`config.mk`:
```
export PLATFORM = sky130hd
export DESIGN_NAME = circ_controller
export DESIGN_NICKNAME = d
export VERILOG_FILES = /design/src/design/circ_pkg.sv /design/src/design/circ_controller.sv
export SDC_FILE = /design/constraint.sdc
export NUM_CORES = 1
export LEC_CHECK = 0
export BUFFER_PORTS_ARGS = -buffer_cell sky130_fd_sc_hd__buf_2
export CAP_MARGIN = 20
export CORE_AREA = 2 2 39 41
export DETAILED_ROUTE_END_ITERATION = 7
export DIE_AREA = 0 0 41 43
export PLACE_DENSITY = 0.51
export SLEW_MARGIN = 0
export SYNTH_ARGS = -nofsm -noshare
export SYNTH_HDL_FRONTEND = slang
export SYNTH_SLANG_ARGS = --single-unit
```
`constraint.sdc`:
```
create_clock -name i_clk -period 3.1 [get_ports i_clk]
set_clock_uncertainty 0.05 [all_clocks]
set_input_delay 0.155 -clock i_clk [delete_from_list [all_inputs] [get_ports i_clk]]
set_output_delay 0.155 -clock i_clk [all_outputs]
set_load 0.02 [all_outputs]
```
`src/design/circ_pkg.sv`:
```
package circ_pkg;

    localparam int MAX_INTERVALS = 1024;
    localparam int COORD_BITS    = 16;
    localparam int ADDR_BITS     = $clog2(MAX_INTERVALS);
    localparam int CNT_BITS      = ADDR_BITS + 1;
    localparam int ENTRY_BITS    = 2 * COORD_BITS;

    typedef struct packed {
        logic load_new;
        logic rd_prev;
        logic shift;
        logic place;
        logic sweep_init;
        logic rd_sweep;
        logic sweep_acc;
        logic clear;
    } t_cmd;

    typedef struct packed {
        logic full;
        logic j_zero;
        logic goes_after;
        logic sweep_done;
        logic last;
    } t_status;

endpackage

```
`src/design/circ_controller.sv`:
```
module circ_controller (
    input  logic              i_clk,
    input  logic              i_rst_n,
    input  logic              i_valid,
    input  logic              i_last_of_set,
    output logic              o_stall,
    output logic              o_valid,
    input  logic              i_stall,
    output circ_pkg::t_cmd    o_cmd,
    input  circ_pkg::t_status i_status
);

    typedef enum logic [2:0] {
        S_IDLE, S_INS_RD, S_INS_CMP, S_SW_RD, S_SW_CHK, S_RESULT
    } t_state;

    t_state r_state, n_state;

    always_comb begin
        n_state = r_state;
        o_cmd   = '0;
        unique case (r_state)
            S_IDLE: begin
                if (i_valid) begin
                    o_cmd.load_new = 1'b1;
                    if (!i_status.full) begin
                        n_state = S_INS_RD;
                    end else if (i_last_of_set) begin
                        o_cmd.sweep_init = 1'b1;
                        n_state = S_SW_RD;
                    end
                end
            end
            S_INS_RD: begin
                if (i_status.j_zero) begin
                    o_cmd.place = 1'b1;
                    if (i_status.last) begin
                        o_cmd.sweep_init = 1'b1;
                        n_state = S_SW_RD;
                    end else begin
                        n_state = S_IDLE;
                    end
                end else begin
                    o_cmd.rd_prev = 1'b1;
                    n_state = S_INS_CMP;
                end
            end
            S_INS_CMP: begin
                if (i_status.goes_after) begin
                    o_cmd.shift = 1'b1;
                    n_state = S_INS_RD;
                end else begin
                    o_cmd.place = 1'b1;
                    if (i_status.last) begin
                        o_cmd.sweep_init = 1'b1;
                        n_state = S_SW_RD;
                    end else begin
                        n_state = S_IDLE;
                    end
                end
            end
            S_SW_RD: begin
                if (i_status.sweep_done) begin
                    n_state = S_RESULT;
                end else begin
                    o_cmd.rd_sweep = 1'b1;
                    n_state = S_SW_CHK;
                end
            end
            S_SW_CHK: begin
                o_cmd.sweep_acc = 1'b1;
                n_state = S_SW_RD;
            end
            S_RESULT: begin
                if (!i_stall) begin
                    o_cmd.clear = 1'b1;
                    n_state = S_IDLE;
                end
            end
            default: n_state = S_IDLE;
        endcase
    end

    always_ff @(posedge i_clk) begin
        if (!i_rst_n) begin
            r_state <= S_IDLE;
        end else begin
            r_state <= n_state;
        end
    end

    assign o_stall = (r_state != S_IDLE);
    assign o_valid = (r_state == S_RESULT);

endmodule

```
== Yosys cells after proc, flatten, opt, wreduce, memory -nomap -nowiden ==
Cells that the tools add are included.
Word-level totals
  bits in latches: 0
  memory bits (read-only): 0
  flip-flop bits (word level): 3
  memories: 0
  memory bits (writable): 0
  output and inout port bits: 10
Cells by class
  shift-type cells: 0
  order comparisons: 0
  equality and inequality tests: 8
  div/mod/pow operators: 0
  bitwise operators: 0
  $mul: 0
  reductions and logical operators: 3
  add/subtract/negate cells: 0
  multiplexer cells: 28
Operators with widths (count)
  $pmux 3 s6: 1
  $mux 1: 16
  $mux 3: 5
  $mux 2: 4
  $eq 3x2->1 const B: 2
  $eq 3x3->1 const B: 2
  $ne 2x2->1 const B: 2
  $eq 3x1->1 const B: 1
  $logic_not 3->1: 1
  $ne 3x3->1 const B: 1
  $pmux 1 s3: 1
  $reduce_and 3->1: 1
  $reduce_bool 3->1: 1
  $pmux 1 s2: 1

== Depth between registers and ports, before layout ==
Gate-level depths: netlist of run 1.
  depth in word-level cells: 4
  gate-level depth with buffers: 4

== Least setup slack after synthesis of run 1 ==
OpenSTA, ideal clock, no wires.
  kind: reg-to-output
  from: register r_state[0]
  to: output port o_cmd[3] (netlist name)
  slack: 1.366 ns
  buffers on the path: 0
  cell stages (with the launch flop): 4
  arrival time: 1.529 ns
  data required time: 2.895 ns
  path through: dfxtp_1 or3_1 nor2_1 a32o_1
RTL lines
  start: declaration: RTL line circ_controller.sv:17  | t_state r_state, n_state;
  start signal: assignment: RTL line circ_controller.sv:88  | r_state <= n_state;
  end: declaration: RTL line circ_controller.sv:9  | output circ_pkg::t_cmd o_cmd,

==> results of run 1 <==
-- per-stage QoR --
stage	power (mW)	setup WS, ps
6_report	0.2032	1194
5_1_grt	0.2229	1018
4_1_cts	0.2087	1162
3_5_place_dp	0.1369	1423
3_3_place_gp	0.1365	1457
2_1_floorplan	0.1107	1366
-- final timing paths --
path	slack, ps	depth (start not counted)	endpoint
min	140	3	r_state[2]
max	1190	4	o_cmd[3]
min reg2reg	600	2	r_state[2]
max reg2reg	1570	3	r_state[1]
-- worst reg2reg max path, delay by kind of cell, from the launching register on --
| family | cells | cell delay, ps |
|---|---|---|
| AND/OR/NAND/NOR | 1 | 410 |
| flip-flops | 1 | 590 |
| AO/OA/AOI/OAI | 2 | 400 |
-- cell usage in the layout, fill, tap and decap left out, drive strengths merged, types with 2 or more instances in the layout --
master	n
nor2	2
o211ai	2
dfxtp	3
buf	19
nand2	3
inv	2
nand3b	2
or3	2
nor4bb	2
a21oi	3
clkbuf	4
nand2b	2
-- area by class of cell --
class,count,area (um2)
fill,154,928.4
multi-input combinational,35,246.5
timing repair buffer,19,95.09
sequential,3,60.06
clock buffer,4,26.28
tap,16,20.02
inverter,2,7.507
-- power by group --
part	switching [mW]	leakage [nW]	internal [mW]
Combinational	0.0393	0.180	0.0357
Sequential	0.0167	0.0246	0.0434
Clock	0.0198	0.0150	0.0482
-- metal layers --
metal / vias up / wire length (um) / global-route usage (%)
met3: 0 / 58 / 7.853
li1: 207 / - / -
met1: 167 / 431 / 16.29
met5: - / 0 / 0
met4: 0 / 0 / 2.000
met2: 14 / 348 / 12.50
-- cells by family (layout without fill, tap and decap cells) --
| family | count (synthesis) | count (layout) |
|---|---|---|
| flops | 3 | 3 |
| simple gates | 22 | 22 |
| buf+inv | 5 | 25 |
| compound gates | 13 | 13 |
==> impl_results.md, run 1 <==
- Status: complete, no violations
- Share of layout cells above drive strength 1: 36.51%
- Synth Area in Compound Gates: 31.15%
- CTS Buf Count: 3
- Setup TNS: 0 ps
- Element type at the critical path end: output pin
- DRT Wirelength: 838 um
- R2R Path Start: r_state[1]
- RSZ-0062 raised after global routing: no
- Buf/Inv on CP: 1
- Clk root buf: clkbuf_4
- Max FFs per register: 3
- Final instance area: 455.4 um2
- Post-Syn Nets: 53
- Final GP Congestion: 0.6692
- PwrDens: 446.1 mW/mm2
- Post-synthesis sequential area ratio: 18.46%
- CP Cell Sequence: or3b_1 -> a21oi_1 -> a32o_1 -> buf_2
- Synth Area in Simple Gates: 44.62%
- Post-synthesis mux area share: 0%
- Max Fclk: 0.5245 GHz
- Commonest cells post-synth: a21oi_1, clkbuf_1, dfxtp_1, nand2_1
- Critical Path Source Type: flip-flop
- CP max-delay cell: dfxtp_1
- Netlist Area Pre-Place: 325.3 um2
- Synth cell types: 28
- Syn. warnings: 0
- Most used flip-flop cell after synthesis: dfxtp_1
- XOR/XNOR Fraction of Synth Area: 0%
- Min Tclk post-route: 1906 ps
- Antenna-violating nets left: 0
- I/O Buffers: 19
- Final Util: 32.91%
- DR vias: 388
- Die ar.: 0.001763 mm2
- Clock Latency Late Sink: 230 ps
- Top delay family on crit path: flip-flops
- Vias in the first global route: 299
- Initial core utilization: 23.51%
- Number of synthesized register bits: 3
- Top cell type's share of synthesized area: 18.46%
- Io pins: 20
- Clk sinks: 3
- Critical path class: reg -> out
- Worst-path clk slew: 40 ps
- Initial DRT Pass Iterations: 2
- Initial DRC count: 1
- Worst path required time: 2890 ps
- Largest Register: r_state
- Worst stage delay on the critical path: 590 ps
- Largest net degree at the start of global routing: 19
- Max-cap check violation count: 0
- N_diodes: 0
- Placed Cells incl. Taps: 75
- Die height: 43 um
- CTS tree: yes
- EDFF count, synth: 0
- Final Hold Fails: 0
- Setup-failing EPs final: 0
- Maximum VDD drop: 0.2500 mV
- Crit path launch: r_state[1]
- PostCTS Resize Cnt: 0
- Worst-margin pin slew: 487.2 ps
- Rel. slew slack: 67.48%
- Layout Nets: 74
- WL/cell: 10.61 um
- Clock buffer depth: 2
- Fin. max-slew vios: 0
- Via-to-Cell Ratio: 4.911
- Initial antenna violation count: 0
- P&R area growth vs syn: 40.00%
- Core Region: 0.001384 mm2
- Hold Crit Start: i_rst_n
- P_leak: 0.2200 nW
- Global Route Usage Sum: 10.92%
- Largest family of logic cells by synthesized area: simple AND/OR/NAND/NOR gates
- Global route overflow: 0
- Final Cycle Share: 61.50%
- Rows: 14
- Worst-path fanout max: 17
- Most area-consuming cells after synthesis: dfxtp_1, nor4bb_1, a21oi_1, nand3b_1, o211ai_1
- Die Wd: 41 um
- Post-synthesis adder-cell area fraction: 0%
- CTS Hold Bufs: 0
- Final Non-Filler Cells: 79
- H-Tree Level Count: 1
- Syn Area/Cell: 7.565 um2
- WHS: 136.3 ps
- Syn Inst Count: 43
- Asr flop ratio synth: 0%
- Top Registers: r_state (3)
- Post-Place Cell Area: 429.2 um2
- Hold crit path type: in -> reg
- Global-route wire length before repair: 1283 um
- Post-route DRC: 0
- Synth area leader: dfxtp_1
- Post-CTS setup buffer count: 0
- DP HPWL: 606.8 um
- CP arrival: 1700 ps
Note: power is estimated with default switching activity, not from simulation.
==> run 2, diff against run 1 <==
--- a/config.mk
+++ b/config.mk
@@ -10,7 +10,7 @@
 export CORE_AREA = 2 2 39 41
 export DETAILED_ROUTE_END_ITERATION = 7
 export DIE_AREA = 0 0 41 43
-export PLACE_DENSITY = 0.51
+export PLACE_DENSITY = 0.53
 export SLEW_MARGIN = 0
 export SYNTH_ARGS = -nofsm -noshare
 export SYNTH_HDL_FRONTEND = slang
==> constraint.sdc (replaced) <==
create_clock -name i_clk -period 1.7 [get_ports i_clk]
set_clock_uncertainty 0.05 [all_clocks]
set_input_delay 0.085 -clock i_clk [delete_from_list [all_inputs] [get_ports i_clk]]
set_output_delay 0.085 -clock i_clk [all_outputs]
set_load 0.02 [all_outputs]
==> run 2 against run 1 <==
Clock power increased by 82%. Wire length increased by 6.7%. Core utilization increased by 1.9 points. Die area unchanged. Hold slack got worse by 69 ps. Critical path type unchanged.
==> impl_results.md, run 2 (same netlist as run 1, synthesis figures left out) <==
- Max FFs per register: 3 (unchanged)
- Die ar.: 0.001763 mm2 (unchanged)
- Layout Nets: 77 (+4.1%)
- I/O Buffers: 19 (unchanged)
- Clk sinks: 3 (unchanged)
- Top Registers: r_state (3)
- Worst-margin pin slew: 228.5 ps (-258.6 ps)
- Rel. slew slack: 84.55% (+17 points)
- Worst-path clk slew: 40 ps (about the same)
- Most common cell after layout, fill and taps aside: buf_2
- Post-route DRC: 0 (unchanged)
- DRT Wirelength: 894 um (+6.7%)
- Share of layout cells above drive strength 1: 40.91% (+4.4 points)
- Status: complete, no violations
- Post-CTS setup buffer count: 0 (unchanged)
- Maximum VDD drop: 0.2138 mV (-14%)
- Initial antenna violation count: 0 (unchanged)
- Setup-failing EPs final: 0 (unchanged)
- Element type at the critical path end: output pin
- Final Hold Fails: 0 (unchanged)
- Final Power: 0.3850 mW (+89%)
- DR vias: 411 (+5.9%)
- Worst-path fanout max: 7 (-10)
- Post-Place Cell Area: 451.7 um2 (+5.2%)
- Clk root buf: clkbuf_4
- Max Fclk: 0.6327 GHz
- Final GP Congestion: 0.6991 (+4.5%)
- Rows: 14 (unchanged)
- Initial DRT Pass Iterations: 4 (+2)
- Clock buffer depth: 2 (unchanged)
- Global-route wire length before repair: 1373 um (+7.0%)
- Antenna-violating nets left: 0 (unchanged)
- Min Tclk post-route: 1580 ps
- P_leak: 0.2366 nW (+7.5%)
- Initial core utilization: 23.51% (unchanged)
- Via-to-Cell Ratio: 5.012 (+2.1%)
- Final Cycle Share: 92.97%
- Critical path class: reg -> out
- Core Region: 0.001384 mm2 (unchanged)
- CTS Buf Count: 3 (unchanged)
- PwrDens: 799.1 mW/mm2 (+79%)
- Max-cap check violation count: 0 (unchanged)
- Vias in the first global route: 340 (+14%)
- Global Route Usage Sum: 11.33% (+0.41 points)
- Largest Register: r_state
- Hold crit path type: in -> reg
- Clock Latency Late Sink: 230 ps (about the same)
- Final instance area: 481.7 um2 (+5.8%)
- CP arrival: 1450 ps (-250 ps)
- Setup TNS: 0 ps (unchanged)
- H-Tree Level Count: 1 (unchanged)
- Initial DRC count: 3 (+2)
- WL/cell: 10.90 um (+2.8%)
- Io pins: 20 (unchanged)
- Fillcell total: 161 (+4.5%)
- DP HPWL: 682.9 um (+13%)
- P&R area growth vs syn: 48.08%
- Die Wd: 41 um (unchanged)
- Most frequent cells in the layout: buf_2, a21oi_1, nand2_1, clkbuf_4, buf_4
- Global route overflow: 0 (unchanged)
- Worst path required time: 1560 ps (-1330 ps)
- Die height: 43 um (unchanged)
- RSZ-0062 raised after global routing: no
- Fin. max-slew vios: 0 (unchanged)
- Critical Path Source Type: flip-flop
- CTS tree: yes
- Largest net degree at the start of global routing: 15 (-4)
- N_diodes: 0 (unchanged)
-- run 2: final timing paths --
path                    from    endpoint  slack, ps  cells past startpoint
hold reg to reg   r_state[0]  r_state[2]        460                      2
hold / removal       i_rst_n  r_state[2]         70                      3
setup reg to reg  r_state[0]  r_state[1]        400                      3
setup / recovery  r_state[0]    o_cmd[3]        120                      4
-- run 2: timing repair --
item / in CTS / in global routing
hold buffers: 0 / 0
endpoints found under the setup margin: 0 / 1
gates resized for setup: 0 / 2
-- run 2: area by class of cell --
cell class              instances  area, um2  share of cell area, %
flip-flops and latches          3      63.81                  13.25
well taps                      16      20.02                  4.156
multi-input cells              35      246.5                  51.17
repair buffers                 22      117.6                  24.42
clock buffers                   4      26.28                  5.455
inverters                       2      7.507                  1.558
-- run 2: through the flow --
| stage | hold slack, ps | cells | setup slack [ps] | utilization, % |
|---|---|---|---|---|
| floorplan | 160.1 | 43 | 36.29 | - |
| global placement | 313.6 | 78 | 292.3 | 32.64 |
| detailed placement | 305.8 | 78 | 275.8 | 32.64 |
| CTS | 59.33 | 82 | 14.23 | 34.54 |
| global route | 77.28 | 82 | 2.320 | 34.81 |
| finish | 67.34 | 82 | 119.5 | 34.81 |
-- run 2: where the power goes --
group | switching (mW) | internal (mW) | total (mW) | leakage, nW
registers | 0.0134 | 0.0801 | 0.0934 | 0.0253
clock network | 0.0365 | 0.0879 | 0.124 | 0.0150
logic | 0.0922 | 0.0749 | 0.167 | 0.196
-- run 2: worst max-delay path, cell delays in order, from the launching register on --
cell and delay [ps]:
dfxtp_1 350, or3b_1 410, a21oi_1 170, a32o_1 130, buf_2 160
-- run 2: metal layers --
layer  global-route usage, %  part of all wire [%]
met5                       0                     0
met2                   16.88                    45
met1                   14.10                    50
met3                   4.712                   5.1
met4                   4.000                     0
==> run 3, diff against run 2 <==
--- a/config.mk
+++ b/config.mk
@@ -7,10 +7,12 @@
 export LEC_CHECK = 0
 export BUFFER_PORTS_ARGS = -buffer_cell sky130_fd_sc_hd__buf_2
 export CAP_MARGIN = 20
-export CORE_AREA = 2 2 39 41
+export CELL_PAD_IN_SITES_DETAIL_PLACEMENT = 1
+export CELL_PAD_IN_SITES_GLOBAL_PLACEMENT = 1
+export CORE_MARGIN = 2
+export CORE_UTILIZATION = 23
 export DETAILED_ROUTE_END_ITERATION = 7
-export DIE_AREA = 0 0 41 43
-export PLACE_DENSITY = 0.53
+export PLACE_DENSITY = 0.7
 export SLEW_MARGIN = 0
 export SYNTH_ARGS = -nofsm -noshare
 export SYNTH_HDL_FRONTEND = slang
==> run 3 against run 2 <==
Combinational power up 9.6%. Count of clock-buffer cells in the layout unchanged. Sequential power down 4.0%. Power up 3.6%. Cell area up 1.8%. Core utilization up 2.4 points. Register-to-register slack worse by 40 ps. Via count down 0.97%. Largest cell class unchanged. Die area down 1.8%. Worst setup slack better by 6.5 ps. Sequential share of layout area down 1.0 points.
==> impl_results.md, run 3 (same netlist as run 1, synthesis figures left out) <==
- H-Tree Level Count: 1 (unchanged)
- CP arrival: 1440 ps (about the same)
- Global-route wire length before repair: 1752 um (+28%)
- Worst-path clk slew: 40 ps (about the same)
- WL/cell: 12.39 um (+14%)
- Share of layout cells above drive strength 1: 43.28% (+2.4 points)
- Rel. slew slack: 85.86% (+1.3 points)
- R2R Path Start: r_state[0]
- Final instance area: 490.5 um2 (+1.8%)
- Die ar.: 0.001731 mm2 (-1.8%)
- Max FFs per register: 3 (unchanged)
- Final Hold Fails: 0 (unchanged)
- Worst-path fanout max: 7 (unchanged)
- Vias in the first global route: 413 (+21%)
- Element type at the critical path end: output pin
- Maximum VDD drop: 0.2786 mV (+30%)
- Die Wd: 41.61 um (+1.5%)
- Hold Crit Start: i_rst_n
- Hold crit path type: in -> reg
- Max Fclk: 0.6354 GHz (+0.42%)
- Via-to-Cell Ratio: 4.963 (-0.97%)
- GR peak layer: met2
- Clk root buf: clkbuf_4
- RSZ-0062 raised after global routing: no
- PostCTS Resize Cnt: 0 (unchanged)
- DRT Wirelength: 1016 um (+14%)
- Clock buffer depth: 2 (unchanged)
- Clock Latency Late Sink: 230 ps (about the same)
- Critical Path Source Type: flip-flop
- Status: complete, no violations
- Largest net degree at the start of global routing: 15 (unchanged)
- Final Util: 37.23% (+2.4 points)
- DR vias: 407 (-0.97%)
- Most frequent cells in the layout: buf_2, buf_4, nand2_1, clkbuf_4, dfxtp_1
- Global route overflow: 0 (unchanged)
- RR Endpoint: r_state[1]
- P_leak: 0.2413 nW (+2.0%)
- Final GP Congestion: 0.6824 (-2.4%)
- Setup-failing EPs final: 0 (unchanged)
- Hold EP: r_state[2]
- I/O Buffers: 19 (unchanged)
- Initial DRC count: 7 (+4)
- Hold Path Stages: 3 (unchanged)
- Initial DRT Pass Iterations: 3 (-1)
- CTS tree: yes
- Setup slack, reg-to-reg: 360 ps (-40 ps)
- N_diodes: 0 (unchanged)
- Io pins: 20 (unchanged)
- Met3 Usage GRT: 3.043% (-1.7 points)
- Largest Register: r_state
- Max-cap check violation count: 0 (unchanged)
- Layout Nets: 78 (+1.3%)
- Rows: 13 (-1)
- CTS Buf Count: 3 (unchanged)
- Post-route DRC: 0 (unchanged)
- Die height: 41.61 um (-3.2%)
- Global Route Usage Sum: 12.81% (+1.5 points)
- PwrDens: 813.0 mW/mm2 (+1.7%)
- Critical path class: reg -> out
- Antenna-violating nets left: 0 (unchanged)
- Post-Place Cell Area: 457.9 um2 (+1.4%)
- Global-route met2 utilization: 20.94% (+4.1 points)
- Reg2Reg Depth: 3 (unchanged)
- Clk sinks: 3 (unchanged)
- Final Cycle Share: 92.58% (-0.38 points)
- P&R area growth vs syn: 50.77%
- Worst path required time: 1560 ps (about the same)
- Most common cell after layout, fill and taps aside: buf_2
- Post-CTS setup buffer count: 0 (unchanged)
- Worst-margin pin slew: 209.2 ps (-19.32 ps)
- DP HPWL: 775.3 um (+14%)
- Core Region: 0.001318 mm2 (-4.8%)
- Met1 usage: 15.75% (+1.6 points)
- Fin. max-slew vios: 0 (unchanged)
- CTS Hold Bufs: 0 (unchanged)
- Initial core utilization: 24.69% (+1.2 points)
- Min Tclk post-route: 1574 ps (-6.535 ps)
- Initial antenna violation count: 0 (unchanged)
- Top Registers: r_state (3)
- WHS: 70.10 ps (+2.765 ps)
- Setup TNS: 0 ps (unchanged)
==> run 3: how the worst max path moves through the flow <==
| stage | start | to | slack (ps) | cells past startpoint |
|---|---|---|---|---|
| floorplan | r_state[0] | o_cmd[3] | 40 | 3 |
| global placement | r_state[1] | o_cmd[3] | 370 | 4 |
| detailed placement | r_state[0] | o_cmd[3] | 340 | 4 |
| CTS | r_state[0] | o_cmd[3] | 70 | 4 |
| global route | r_state[0] | o_cmd[3] | 0.1 | 4 |
| finish | r_state[0] | o_cmd[3] | 130 | 4 |
==> run 3: layout make-up <==
type / instances / area [um2]
well taps: 15 / 18.77
inverters: 2 / 7.507
multi-input cells: 35 / 252.7
flip-flops and latches: 3 / 60.06
clock buffers: 4 / 26.28
fillers: 169 / 827.0
repair buffers: 23 / 125.1
==> run 3: routing by layer <==
metal / part of all wire (%) / up-vias
li1: - / 213
met1: 49 / 182
met2: 46 / 12
met3: 4.8 / 0
met4: 0 / 0
met5: 0 / -
==> run 3: through the flow <==
stage          worst slack (ps)  total power [mW]  cells
3_3_place_gp              367.0            0.2690     78
3_5_place_dp              337.1            0.2712     78
4_1_cts                   72.24            0.4050     82
2_1_floorplan             36.29            0.2018     43
5_1_grt                 0.09803            0.4359     82
6_report                  126.1            0.3987     82
==> run 3: worst max-delay path, cell delays in order (launching register included) <==
cell	delay, ps
dfxtp_1	350
or3b_1	420
a21oi_2	150
a32o_1	130
buf_2	160
==> run 3: report_power, final <==
part | switching, mW | internal [mW] | total (mW)
clock | 0.0380 | 0.0880 | 0.126
combinational | 0.103 | 0.0803 | 0.183
sequential | 0.0106 | 0.0791 | 0.0897
total | 0.151 | 0.247 | 0.399
